$ cat src/cfl_pkg.sv
// Shared constants, codes and controller/datapath handshake types for the CFL step block.
`timescale 1ns / 1ps
`default_nettype none
package cfl_pkg;

    localparam int FRAC_BITS_DEF = 16;
    localparam int IN_W          = 32;
    localparam int TS_W          = 36;
    localparam int ORDER_W       = 4;
    localparam int CFG_IDX_W     = 2;
    localparam int STEP_CAP_INT  = 1000000;
    localparam int CAP_BITS      = $clog2(STEP_CAP_INT + 1);
    localparam int GH_W          = 2 * IN_W;
    localparam int ROOT_W        = IN_W;

    localparam logic [CFG_IDX_W-1:0] CFG_THRESH = 2'd0;
    localparam logic [CFG_IDX_W-1:0] CFG_GRAV   = 2'd1;
    localparam logic [CFG_IDX_W-1:0] CFG_ORDER  = 2'd2;

    localparam logic [IN_W-1:0]    THRESH_RST = 32'd66;
    localparam logic [IN_W-1:0]    GRAV_RST   = 32'd642908;
    localparam logic [ORDER_W-1:0] ORDER_RST  = 4'd1;

    typedef struct packed {
        logic load;
        logic start1;
        logic load_den;
        logic start2;
        logic update;
        logic emit;
    } t_dp_cmd;

    typedef struct packed {
        logic wet;
        logic div_done;
        logic sqrt_done;
        logic den_zero;
        logic last;
        logic out_full;
    } t_dp_sts;

endpackage
`default_nettype wire

$ cat src/cfl_if.sv
// Channel interfaces: node input, step result and configuration write.
`timescale 1ns / 1ps
`default_nettype none
interface cfl_node_if;
    logic               valid;
    logic               ready;
    logic        [31:0] depth;
    logic signed [31:0] discharge;
    logic        [31:0] cell_width;
    logic               dry_cell;
    logic               last_node;
    modport source(output valid, depth, discharge, cell_width, dry_cell, last_node,
                   input ready);
    modport sink(input valid, depth, discharge, cell_width, dry_cell, last_node,
                 output ready);
endinterface

interface cfl_step_if;
    logic        valid;
    logic        ready;
    logic [35:0] time_step;
    modport source(output valid, time_step, input ready);
    modport sink(input valid, time_step, output ready);
endinterface

interface cfl_cfg_if;
    logic        valid;
    logic        ready;
    logic [1:0]  index;
    logic [31:0] data;
    modport source(output valid, index, data, input ready);
    modport sink(input valid, index, data, output ready);
endinterface
`default_nettype wire

$ cat src/cfl_div.sv
// Restoring divider, one quotient bit per cycle.
`timescale 1ns / 1ps
`default_nettype none
module cfl_div #(
    parameter int NW = 48,
    parameter int DW = 54
) (
    input  wire logic          i_clk,
    input  wire logic          i_rst_n,
    input  wire logic          i_start,
    input  wire logic [NW-1:0] i_dividend,
    input  wire logic [DW-1:0] i_divisor,
    output logic      [NW-1:0] o_quotient,
    output logic               o_done
);
    localparam int CW = $clog2(NW + 1);

    logic [NW-1:0] r_quo;
    logic [DW-1:0] r_rem;
    logic [DW-1:0] r_dvs;
    logic [CW-1:0] r_cnt;
    logic          r_busy;
    logic          r_done;
    logic [DW:0]   trial;
    logic [DW:0]   diff;
    logic          ge;

    assign trial = {r_rem, r_quo[NW-1]};
    assign diff  = trial - {1'b0, r_dvs};
    assign ge    = trial >= {1'b0, r_dvs};

    always_ff @(posedge i_clk) begin
        if (!i_rst_n) begin
            r_busy <= 1'b0;
            r_done <= 1'b0;
            r_cnt  <= '0;
        end else if (i_start) begin
            r_busy <= 1'b1;
            r_done <= 1'b0;
            r_cnt  <= CW'(NW);
        end else if (r_busy) begin
            r_cnt <= r_cnt - 1'b1;
            if (r_cnt == CW'(1)) begin
                r_busy <= 1'b0;
                r_done <= 1'b1;
            end
        end
    end

    always_ff @(posedge i_clk) begin
        if (i_start) begin
            r_quo <= i_dividend;
            r_rem <= '0;
            r_dvs <= i_divisor;
        end else if (r_busy) begin
            r_rem <= ge ? diff[DW-1:0] : trial[DW-1:0];
            r_quo <= {r_quo[NW-2:0], ge};
        end
    end

    assign o_quotient = r_quo;
    assign o_done     = r_done;

    a_busy_done_excl: assert property (@(posedge i_clk) disable iff (!i_rst_n)
        !(r_busy && r_done)) else $error("divider busy and done together");
    a_done_after_run: assert property (@(posedge i_clk) disable iff (!i_rst_n)
        (r_busy && r_cnt == CW'(1) && !i_start) |=> r_done)
        else $error("divider did not finish");
    a_cnt_idle: assert property (@(posedge i_clk) disable iff (!i_rst_n)
        !r_busy |-> r_cnt == '0) else $error("divider count left over");

endmodule
`default_nettype wire

$ cat src/cfl_sqrt.sv
// Integer square root, one root bit per cycle.
`timescale 1ns / 1ps
`default_nettype none
module cfl_sqrt
    import cfl_pkg::*;
(
    input  wire logic              i_clk,
    input  wire logic              i_rst_n,
    input  wire logic              i_start,
    input  wire logic [GH_W-1:0]   i_value,
    output logic      [ROOT_W-1:0] o_root,
    output logic                   o_done
);
    localparam int CW = $clog2(ROOT_W + 1);
    localparam int RW = ROOT_W + 2;

    logic [GH_W-1:0]   r_val;
    logic [RW-1:0]     r_rem;
    logic [ROOT_W-1:0] r_root;
    logic [CW-1:0]     r_cnt;
    logic              r_busy;
    logic              r_done;
    logic [RW+1:0]     trial_rem;
    logic [RW+1:0]     trial;
    logic [RW+1:0]     diff;
    logic              ge;

    assign trial_rem = {r_rem, r_val[GH_W-1 -: 2]};
    assign trial     = {2'b00, r_root, 2'b01};
    assign diff      = trial_rem - trial;
    assign ge        = trial_rem >= trial;

    always_ff @(posedge i_clk) begin
        if (!i_rst_n) begin
            r_busy <= 1'b0;
            r_done <= 1'b0;
            r_cnt  <= '0;
        end else if (i_start) begin
            r_busy <= 1'b1;
            r_done <= 1'b0;
            r_cnt  <= CW'(ROOT_W);
        end else if (r_busy) begin
            r_cnt <= r_cnt - 1'b1;
            if (r_cnt == CW'(1)) begin
                r_busy <= 1'b0;
                r_done <= 1'b1;
            end
        end
    end

    always_ff @(posedge i_clk) begin
        if (i_start) begin
            r_val  <= i_value;
            r_rem  <= '0;
            r_root <= '0;
        end else if (r_busy) begin
            r_rem  <= ge ? diff[RW-1:0] : trial_rem[RW-1:0];
            r_root <= {r_root[ROOT_W-2:0], ge};
            r_val  <= {r_val[GH_W-3:0], 2'b00};
        end
    end

    assign o_root = r_root;
    assign o_done = r_done;

endmodule
`default_nettype wire

$ cat src/cfl_datapath.sv
// Datapath: config registers, operand capture, divider, root unit, minimum and result register.
`timescale 1ns / 1ps
`default_nettype none
module cfl_datapath
    import cfl_pkg::*;
#(
    parameter int FRAC_BITS = FRAC_BITS_DEF
) (
    input  wire logic                 i_clk,
    input  wire logic                 i_rst_n,
    input  wire t_dp_cmd              i_cmd,
    output t_dp_sts                   o_sts,
    input  wire logic [IN_W-1:0]      i_depth,
    input  wire logic [IN_W-1:0]      i_discharge,
    input  wire logic [IN_W-1:0]      i_cell_width,
    input  wire logic                 i_dry_cell,
    input  wire logic                 i_last_node,
    input  wire logic                 i_cfg_we,
    input  wire logic [CFG_IDX_W-1:0] i_cfg_index,
    input  wire logic [IN_W-1:0]      i_cfg_data,
    input  wire logic                 i_out_ready,
    output logic                      o_out_valid,
    output logic      [TS_W-1:0]      o_time_step
);
    localparam int NW = IN_W + FRAC_BITS;
    localparam int DW = NW + ORDER_W + 2;
    localparam int MW = CAP_BITS + FRAC_BITS;
    localparam int OW = (MW > TS_W) ? MW : TS_W;
    localparam logic [MW-1:0] CAP = MW'(STEP_CAP_INT) << FRAC_BITS;

    logic [IN_W-1:0]    r_thresh;
    logic [IN_W-1:0]    r_grav;
    logic [ORDER_W-1:0] r_order;
    logic [IN_W-1:0]    r_h;
    logic [IN_W-1:0]    r_qmag;
    logic [IN_W-1:0]    r_w;
    logic               r_wet;
    logic               r_last;
    logic [GH_W-1:0]    r_gh;
    logic [DW-1:0]      r_den;
    logic [MW-1:0]      r_min;
    logic               r_out_valid;
    logic [TS_W-1:0]    r_out_ts;

    logic [NW-1:0]      div_dividend;
    logic [DW-1:0]      div_divisor;
    logic [NW-1:0]      quo;
    logic               div_done;
    logic [ROOT_W-1:0]  root;
    logic               sqrt_done;
    logic [NW:0]        speed_sum;
    logic [OW-1:0]      min_ext;
    logic [TS_W-1:0]    min_sat;

    always_ff @(posedge i_clk) begin
        if (!i_rst_n) begin
            r_thresh <= THRESH_RST;
            r_grav   <= GRAV_RST;
            r_order  <= ORDER_RST;
        end else if (i_cfg_we) begin
            unique case (i_cfg_index)
                CFG_THRESH: r_thresh <= i_cfg_data;
                CFG_GRAV:   r_grav   <= i_cfg_data;
                CFG_ORDER:  r_order  <= i_cfg_data[ORDER_W-1:0];
                default:    ;
            endcase
        end
    end

    // Node capture; the gravity product is formed at capture time.
    always_ff @(posedge i_clk) begin
        if (i_cmd.load) begin
            r_h    <= i_depth;
            r_qmag <= i_discharge[IN_W-1] ? (~i_discharge + 1'b1) : i_discharge;
            r_w    <= i_cell_width;
            r_wet  <= !i_dry_cell && (i_depth >= r_thresh) && (i_depth != '0);
            r_last <= i_last_node;
            r_gh   <= GH_W'(r_grav) * GH_W'(i_depth);
        end
        if (i_cmd.load_den) begin
            r_den <= DW'(speed_sum) * DW'({r_order, 1'b1});
        end
    end

    assign speed_sum    = {1'b0, quo} + (NW + 1)'(root);
    assign div_dividend = i_cmd.start2 ? {r_w, FRAC_BITS'(0)} : {r_qmag, FRAC_BITS'(0)};
    assign div_divisor  = i_cmd.start2 ? r_den : DW'(r_h);

    cfl_div #(.NW(NW), .DW(DW)) u_div (
        .i_clk      (i_clk),
        .i_rst_n    (i_rst_n),
        .i_start    (i_cmd.start1 || i_cmd.start2),
        .i_dividend (div_dividend),
        .i_divisor  (div_divisor),
        .o_quotient (quo),
        .o_done     (div_done)
    );

    cfl_sqrt u_sqrt (
        .i_clk   (i_clk),
        .i_rst_n (i_rst_n),
        .i_start (i_cmd.start1),
        .i_value (r_gh),
        .o_root  (root),
        .o_done  (sqrt_done)
    );

    assign min_ext = OW'(r_min);
    assign min_sat = (min_ext > OW'({TS_W{1'b1}})) ? {TS_W{1'b1}} : min_ext[TS_W-1:0];

    always_ff @(posedge i_clk) begin
        if (!i_rst_n) begin
            r_min       <= CAP;
            r_out_valid <= 1'b0;
        end else begin
            if (i_cmd.emit) begin
                r_min       <= CAP;
                r_out_valid <= 1'b1;
            end else begin
                if (i_cmd.update && (quo < NW'(r_min))) begin
                    r_min <= quo[MW-1:0];
                end
                if (i_out_ready) begin
                    r_out_valid <= 1'b0;
                end
            end
        end
    end

    always_ff @(posedge i_clk) begin
        if (i_cmd.emit) begin
            r_out_ts <= min_sat;
        end
    end

    assign o_sts.wet       = r_wet;
    assign o_sts.div_done  = div_done;
    assign o_sts.sqrt_done = sqrt_done;
    assign o_sts.den_zero  = (r_den == '0);
    assign o_sts.last      = r_last;
    assign o_sts.out_full  = r_out_valid;
    assign o_out_valid     = r_out_valid;
    assign o_time_step     = r_out_ts;

    a_min_capped: assert property (@(posedge i_clk) disable iff (!i_rst_n)
        r_min <= CAP) else $error("running minimum above cap");
    a_emit_restarts: assert property (@(posedge i_clk) disable iff (!i_rst_n)
        i_cmd.emit |=> (r_min == CAP) && r_out_valid) else $error("emit did not restart");
    a_emit_when_free: assert property (@(posedge i_clk) disable iff (!i_rst_n)
        i_cmd.emit |-> !r_out_valid) else $error("result overwritten");

endmodule
`default_nettype wire

$ cat src/cfl_ctrl.sv
// Controller state machine sequencing one node through the datapath.
`timescale 1ns / 1ps
`default_nettype none
module cfl_ctrl
    import cfl_pkg::*;
(
    input  wire logic    i_clk,
    input  wire logic    i_rst_n,
    input  wire logic    i_in_valid,
    output logic         o_in_ready,
    input  wire t_dp_sts i_sts,
    output t_dp_cmd      o_cmd
);
    typedef enum logic [2:0] {
        S_IDLE, S_PREP, S_RUN1, S_MUL, S_KICK2, S_RUN2, S_FINISH
    } t_state;

    t_state r_state;
    logic   r_in_ready;

    always_ff @(posedge i_clk) begin
        if (!i_rst_n) begin
            r_state    <= S_IDLE;
            r_in_ready <= 1'b1;
        end else begin
            unique case (r_state)
                S_IDLE: begin
                    if (i_in_valid && r_in_ready) begin
                        r_in_ready <= 1'b0;
                        r_state    <= S_PREP;
                    end
                end
                S_PREP: begin
                    r_state <= i_sts.wet ? S_RUN1 : S_FINISH;
                end
                S_RUN1: begin
                    if (i_sts.div_done && i_sts.sqrt_done) begin
                        r_state <= S_MUL;
                    end
                end
                S_MUL: begin
                    r_state <= S_KICK2;
                end
                S_KICK2: begin
                    r_state <= i_sts.den_zero ? S_FINISH : S_RUN2;
                end
                S_RUN2: begin
                    if (i_sts.div_done) begin
                        r_state <= S_FINISH;
                    end
                end
                S_FINISH: begin
                    if (!i_sts.last || !i_sts.out_full) begin
                        r_in_ready <= 1'b1;
                        r_state    <= S_IDLE;
                    end
                end
                default: r_state <= S_IDLE;
            endcase
        end
    end

    always_comb begin
        o_cmd          = '0;
        o_cmd.load     = (r_state == S_IDLE) && i_in_valid && r_in_ready;
        o_cmd.start1   = (r_state == S_PREP) && i_sts.wet;
        o_cmd.load_den = (r_state == S_MUL);
        o_cmd.start2   = (r_state == S_KICK2) && !i_sts.den_zero;
        o_cmd.update   = (r_state == S_RUN2) && i_sts.div_done;
        o_cmd.emit     = (r_state == S_FINISH) && i_sts.last && !i_sts.out_full;
    end

    assign o_in_ready = r_in_ready;

    a_ready_idle: assert property (@(posedge i_clk) disable iff (!i_rst_n)
        r_in_ready |-> r_state == S_IDLE) else $error("ready outside idle");
    a_one_start: assert property (@(posedge i_clk) disable iff (!i_rst_n)
        !(o_cmd.start1 && o_cmd.start2)) else $error("two divider starts");
    a_accept_drops_ready: assert property (@(posedge i_clk) disable iff (!i_rst_n)
        (i_in_valid && r_in_ready) |=> !r_in_ready) else $error("ready held after beat");

endmodule
`default_nettype wire

$ cat src/cfl_time_step_min_swe1d.sv
// Top level of the CFL time-step minimum for a 1-D shallow-water sweep.
//
//  channel   | dir | payload                                         | beat when
//  ----------+-----+-------------------------------------------------+-----------------
//  i_node    | in  | depth, discharge, cell_width, dry_cell, last_node| valid && ready
//  o_step    | out | time_step (unsigned Q20.16)                     | valid && ready
//  i_cfg     | in  | index (0 threshold, 1 gravity, 2 order), data   | valid (always ready)
//
// For a wet node the shared bit-serial divider runs twice, once for velocity and
// once for the local step, while the root unit overlaps the first division; the
// second is skipped when the denominator is zero. Reset (synchronous, active low)
// restores the register defaults and a running minimum of 1e6. A result waits in
// an output register; new nodes are taken while it waits, and only a further last
// node stalls until the pending beat is taken.
`timescale 1ns / 1ps
`default_nettype none
module cfl_time_step_min_swe1d
    import cfl_pkg::*;
#(
    parameter int FRAC_BITS = FRAC_BITS_DEF
) (
    input  wire logic   i_clk,
    input  wire logic   i_rst_n,
    cfl_node_if.sink    i_node,
    cfl_step_if.source  o_step,
    cfl_cfg_if.sink     i_cfg
);
    t_dp_cmd cmd;
    t_dp_sts sts;
    logic    in_ready;
    logic    out_valid;
    logic [TS_W-1:0] time_step;

    assign i_node.ready = in_ready;
    assign i_cfg.ready  = 1'b1;
    assign o_step.valid = out_valid;
    assign o_step.time_step = time_step;

    // Sequencer: captures a node, runs the divisions and root, then updates the minimum and emits at a last node.
    cfl_ctrl u_ctrl (
        .i_clk      (i_clk),
        .i_rst_n    (i_rst_n),
        .i_in_valid (i_node.valid),
        .o_in_ready (in_ready),
        .i_sts      (sts),
        .o_cmd      (cmd)
    );

    cfl_datapath #(.FRAC_BITS(FRAC_BITS)) u_dp (
        .i_clk        (i_clk),
        .i_rst_n      (i_rst_n),
        .i_cmd        (cmd),
        .o_sts        (sts),
        .i_depth      (i_node.depth),
        .i_discharge  (i_node.discharge),
        .i_cell_width (i_node.cell_width),
        .i_dry_cell   (i_node.dry_cell),
        .i_last_node  (i_node.last_node),
        .i_cfg_we     (i_cfg.valid),
        .i_cfg_index  (i_cfg.index),
        .i_cfg_data   (i_cfg.data),
        .i_out_ready  (o_step.ready),
        .o_out_valid  (out_valid),
        .o_time_step  (time_step)
    );

endmodule
`default_nettype wire

$ cat src/flat_wrapper.sv
// flat-port wrapper written by rule: the top's interface ports become plain ports
module cfl_time_step_min_swe1d_flat import cfl_pkg::*;
#(
    parameter int FRAC_BITS = FRAC_BITS_DEF
)
  (i_clk, i_rst_n, i_node_valid, i_node_depth, i_node_discharge, i_node_cell_width, i_node_dry_cell, i_node_last_node, i_node_ready, o_step_valid, o_step_time_step, o_step_ready, i_cfg_valid, i_cfg_index, i_cfg_data, i_cfg_ready);
  cfl_node_if i_node_i ();
  cfl_step_if o_step_i ();
  cfl_cfg_if i_cfg_i ();
  input  wire logic i_clk;
  input  wire logic i_rst_n;
  input wire logic [$bits(i_node_i.valid)-1:0] i_node_valid;
  input wire logic [$bits(i_node_i.depth)-1:0] i_node_depth;
  input wire logic [$bits(i_node_i.discharge)-1:0] i_node_discharge;
  input wire logic [$bits(i_node_i.cell_width)-1:0] i_node_cell_width;
  input wire logic [$bits(i_node_i.dry_cell)-1:0] i_node_dry_cell;
  input wire logic [$bits(i_node_i.last_node)-1:0] i_node_last_node;
  output wire logic [$bits(i_node_i.ready)-1:0] i_node_ready;
  output wire logic [$bits(o_step_i.valid)-1:0] o_step_valid;
  output wire logic [$bits(o_step_i.time_step)-1:0] o_step_time_step;
  input wire logic [$bits(o_step_i.ready)-1:0] o_step_ready;
  input wire logic [$bits(i_cfg_i.valid)-1:0] i_cfg_valid;
  input wire logic [$bits(i_cfg_i.index)-1:0] i_cfg_index;
  input wire logic [$bits(i_cfg_i.data)-1:0] i_cfg_data;
  output wire logic [$bits(i_cfg_i.ready)-1:0] i_cfg_ready;
  assign i_node_i.valid = i_node_valid;
  assign i_node_i.depth = i_node_depth;
  assign i_node_i.discharge = i_node_discharge;
  assign i_node_i.cell_width = i_node_cell_width;
  assign i_node_i.dry_cell = i_node_dry_cell;
  assign i_node_i.last_node = i_node_last_node;
  assign i_node_ready = i_node_i.ready;
  assign o_step_valid = o_step_i.valid;
  assign o_step_time_step = o_step_i.time_step;
  assign o_step_i.ready = o_step_ready;
  assign i_cfg_i.valid = i_cfg_valid;
  assign i_cfg_i.index = i_cfg_index;
  assign i_cfg_i.data = i_cfg_data;
  assign i_cfg_ready = i_cfg_i.ready;
  cfl_time_step_min_swe1d #(.FRAC_BITS(FRAC_BITS)) u_core (.i_clk(i_clk), .i_rst_n(i_rst_n), .i_node(i_node_i), .o_step(o_step_i), .i_cfg(i_cfg_i));
endmodule
$ cat config.mk
export PLATFORM = sky130hd
export DESIGN_NAME = cfl_time_step_min_swe1d_flat
export DESIGN_NICKNAME = d
export VERILOG_FILES = /design/src/cfl_pkg.sv /design/src/cfl_if.sv /design/src/cfl_div.sv /design/src/cfl_sqrt.sv /design/src/cfl_datapath.sv /design/src/cfl_ctrl.sv /design/src/cfl_time_step_min_swe1d.sv /design/src/flat_wrapper.sv
export SDC_FILE = /design/constraint.sdc
export NUM_CORES = 2
export LEC_CHECK = 0
export BUFFER_PORTS_ARGS = -buffer_cell sky130_fd_sc_hd__buf_2
export CAP_MARGIN = 20
export CORE_UTILIZATION = 59
export CTS_CLUSTER_SIZE = 10
export DETAILED_ROUTE_END_ITERATION = 6
export GPL_ROUTABILITY_DRIVEN = 1
export PLACE_DENSITY = 0.84
export RECOVER_POWER = 25
export SLEW_MARGIN = 40
export SYNTH_ARGS = -nofsm -noshare
export SYNTH_HDL_FRONTEND = slang
export SYNTH_SLANG_ARGS = --single-unit
$ cat constraint.sdc
create_clock -name i_clk -period 19 [get_ports i_clk]
set_input_delay 1.9 -clock i_clk [delete_from_list [all_inputs] [get_ports i_clk]]
set_output_delay 1.9 -clock i_clk [all_outputs]
set_load 0.02 [all_outputs]
==> metrics.txt <==
Mapped Nets 9627; GR Layer Usage met2 0.516; max_slew headroom -1.89; GR Util met1 0.415; max_cap viols 29; top cell type by total area after synthesis fa_1; Clock Sinks 663; kind of critical path primary input to register; final WL 205000 µm; Most Crowded Layer GR met2; Initial Utilization 0.595; setup TNS 0 ps; PostCTS Resize Cnt 0; CTS Buf Count 84; Rows 130; largest net degree at the start of global routing 92; vias post-DR 57300; boundary pin count 176; drt wl/cell 21.4 µm; GP Congestion 0.949; Layout area overhead 6.28%; Longest Clk Path Bufs 3; Ys Warns 0; Post-route DRC 0; Hold Crit Class register to register; main area contributors after synthesis fa_1 (28%), edfxtp_1 (17%), ha_1 (8.6%); Setup crit start kind primary input; CORE AREA 126000 µm²; Die W 358 µm; CTS tree yes; CTS clk-pin slew, worst paths 60 ps; Synth Area in XOR/XNOR 0.0315; Synth top area share 0.278; DR iter-0 viols 5467; Post-synth EDFFs 418; synthesized cell area 74900 µm²; post-synthesis compound-gate area fraction 0.0956; Post-CTS Setup Bufs 0; Gate Count Post-Synth 7934; Final Max Tran Viols 1220; critical path peak fanout 35; share of cells above drive strength 1 0.0513; first-pass GRT wire length 323000 µm; commonest non-fill, non-tap cell in the layout inv_1; initial antenna violation count 32; RSZ-0062 raised after global routing no; mux contribution to synthesized area 0.0243; Nets 9518; minimum clock period 11240 ps; fin crit share 0.591; Root Driver clkbuf_16; CTS Hold Bufs 0; failing checks capacitance limit, slew limit; total track usage 0.322; final setup violation count 0; register area share after synthesis 0.233; most frequent cells in the layout inv_1 (1216), nand2_1 (1081), fa_1 (1039); drt pass-1 iters 5; final worst slack 7760 ps; ys async rst share 0; clock latency on the worst-skew pair 740 ps; critical path data arrival time 11650 ps; Detailed Place HPWL 149000 µm; status finished, violations left; Die ar. 128000 µm²; overall die height 358 µm; CP required 19410 ps; remaining antenna violation count after routing 0; GRT overflow 0; Global Route met3 Usage 0.0773; top_reg_cell synth edfxtp_1; vias in the first global route 59300; H-tree lvl count 3; IO Port Bufs 174; simple-gate share of the synthesized area 0.167; adder-cell share of the synthesized area 0.364; clock skew 82.3 ps; slew of the pin with the lowest slew margin 4340 ps; Yosys reg bits 663; largest family of logic cells by synthesized area adder cells; maximum clock rate 89.0 MHz; Mean Syn Cell Area 9.44 µm²; Fin. Hold Viols 0; DP Worst Slack 8580 ps; Vias/cell 6.00; Yosys cell types 95; Worst setup EP type register
[flip-flops by register name, indices dropped and copies added, names as in the netlist, 4 cells and up]
register / flops
u_core.u_dp.r_qmag: 32
u_core.u_dp.min_ext: 36
u_core.u_dp.u_div.r_rem: 54
u_core.u_dp.o_time_step: 36
u_core.u_dp.u_sqrt.r_cnt: 6
u_core.u_dp.u_div.r_cnt: 6
u_core.u_dp.u_sqrt.r_rem: 34
u_core.u_dp.r_h: 32
u_core.u_dp.r_den: 54
u_core.u_dp.r_order: 4
u_core.u_dp.u_sqrt.o_root: 32
u_core.u_dp.u_div.o_quotient: 48
u_core.u_dp.u_div.r_dvs: 54
u_core.u_dp.u_sqrt.r_val: 64
u_core.u_dp.r_gh: 64
u_core.u_dp.r_thresh: 32
u_core.u_dp.r_grav: 32
u_core.u_dp.r_w: 32
[per-stage QoR]
stage                     instance area (µm²)   util  std cells  hold WS, ps
after floorplan                         74900      -       7934          437
after CTS                               79500  0.632       9534          445
final                                   79600  0.633       9557          438
after global placement                  76600  0.610       9377          446
after detailed placement                76800  0.611       9382          445
after global routing                    79600  0.633       9553          460
[kinds of logic (layout without fill, tap and decap cells)]
kind of cell | count (synthesis) | in the layout
AND/OR/NAND/NOR | 2506 | 2506
buffers and inverters | 1660 | 1617
adder cells (fa/ha/maj) | 1556 | 1556
AO/OA/AOI/OAI | 1102 | 1102
flip-flops | 663 | 663
XOR/XNOR | 269 | 269
multiplexers | 177 | 177
other | 1 | 17
[layout make-up]
| cell class | instances | area, µm² |
|---|---|---|
| Antenna cell | 16 | 40.0 |
| Inverter | 1219 | 4580 |
| Fill cell | 9629 | 46200 |
| Multi-Input combinational cell | 5611 | 51200 |
| Clock inverter | 26 | 347 |
| Timing Repair Buffer | 246 | 1550 |
| Tap cell | 1650 | 2060 |
| Clock buffer | 126 | 2300 |
| Sequential cell | 663 | 17500 |
[routing by layer]
layer | vias to the layer above | share of wire
li1 | 25200 | -
met1 | 28300 | 0.38
met2 | 3051 | 0.46
met3 | 767 | 0.11
met4 | 28 | 0.049
met5 | - | 0.0012
[cell usage after synthesis, types with 168 or more instances]
| cell | count |
|---|---|
| xnor2_1 | 183 |
| a21o_1 | 168 |
| inv_1 | 1217 |
| a21oi_1 | 304 |
| edfxtp_1 | 418 |
| clkbuf_1 | 395 |
| ha_1 | 517 |
| nand2_1 | 1081 |
| dfxtp_1 | 245 |
| o21ai_0 | 171 |
| nor2_1 | 196 |
| and2_1 | 758 |
| fa_1 | 1039 |
[worst max-delay path, stage by stage]
cell and delay, ps:
buf_2 80, clkbuf_1 2140, nand2_1 220, fa_1 480, inv_1 90, fa_1 380
inv_1 90, fa_1 410, fa_1 510, fa_1 500, inv_1 60, fa_1 520
fa_1 570, inv_1 60, fa_1 530, inv_1 40, ha_1 410, and4_1 250
nand4_1 110, or4_1 510, a21oi_1 310, o2111ai_1 350, nand3_1 250, a31oi_1 120
or4_1 450, o21ai_1 170, xor2_1 80
[path summary, 6_finish.rpt]
path / to / slack [ps] / depth (start not counted) / startpoint
worst min-delay path: u_core.u_dp.o_time_step[19]$_SDFFCE_PN1P_ / 440 / 0 / u_core.u_dp.min_ext[19]$_SDFFE_PP0P_
worst max-delay path: u_core.u_dp.r_gh[61]$_DFFE_PP_ / 7760 / 27 / i_node_depth[17]
worst max register to register: u_core.u_dp.r_gh[60]$_DFFE_PP_ / 9760 / 24 / u_core.u_dp.r_grav[6]$_SDFFE_PN1P_
worst min register to register: u_core.u_dp.o_time_step[19]$_SDFFCE_PN1P_ / 440 / 0 / u_core.u_dp.min_ext[19]$_SDFFE_PP0P_
Power is not shown: default switching activity piles up to over one toggle a cycle in this logic, so the estimate is an artifact.
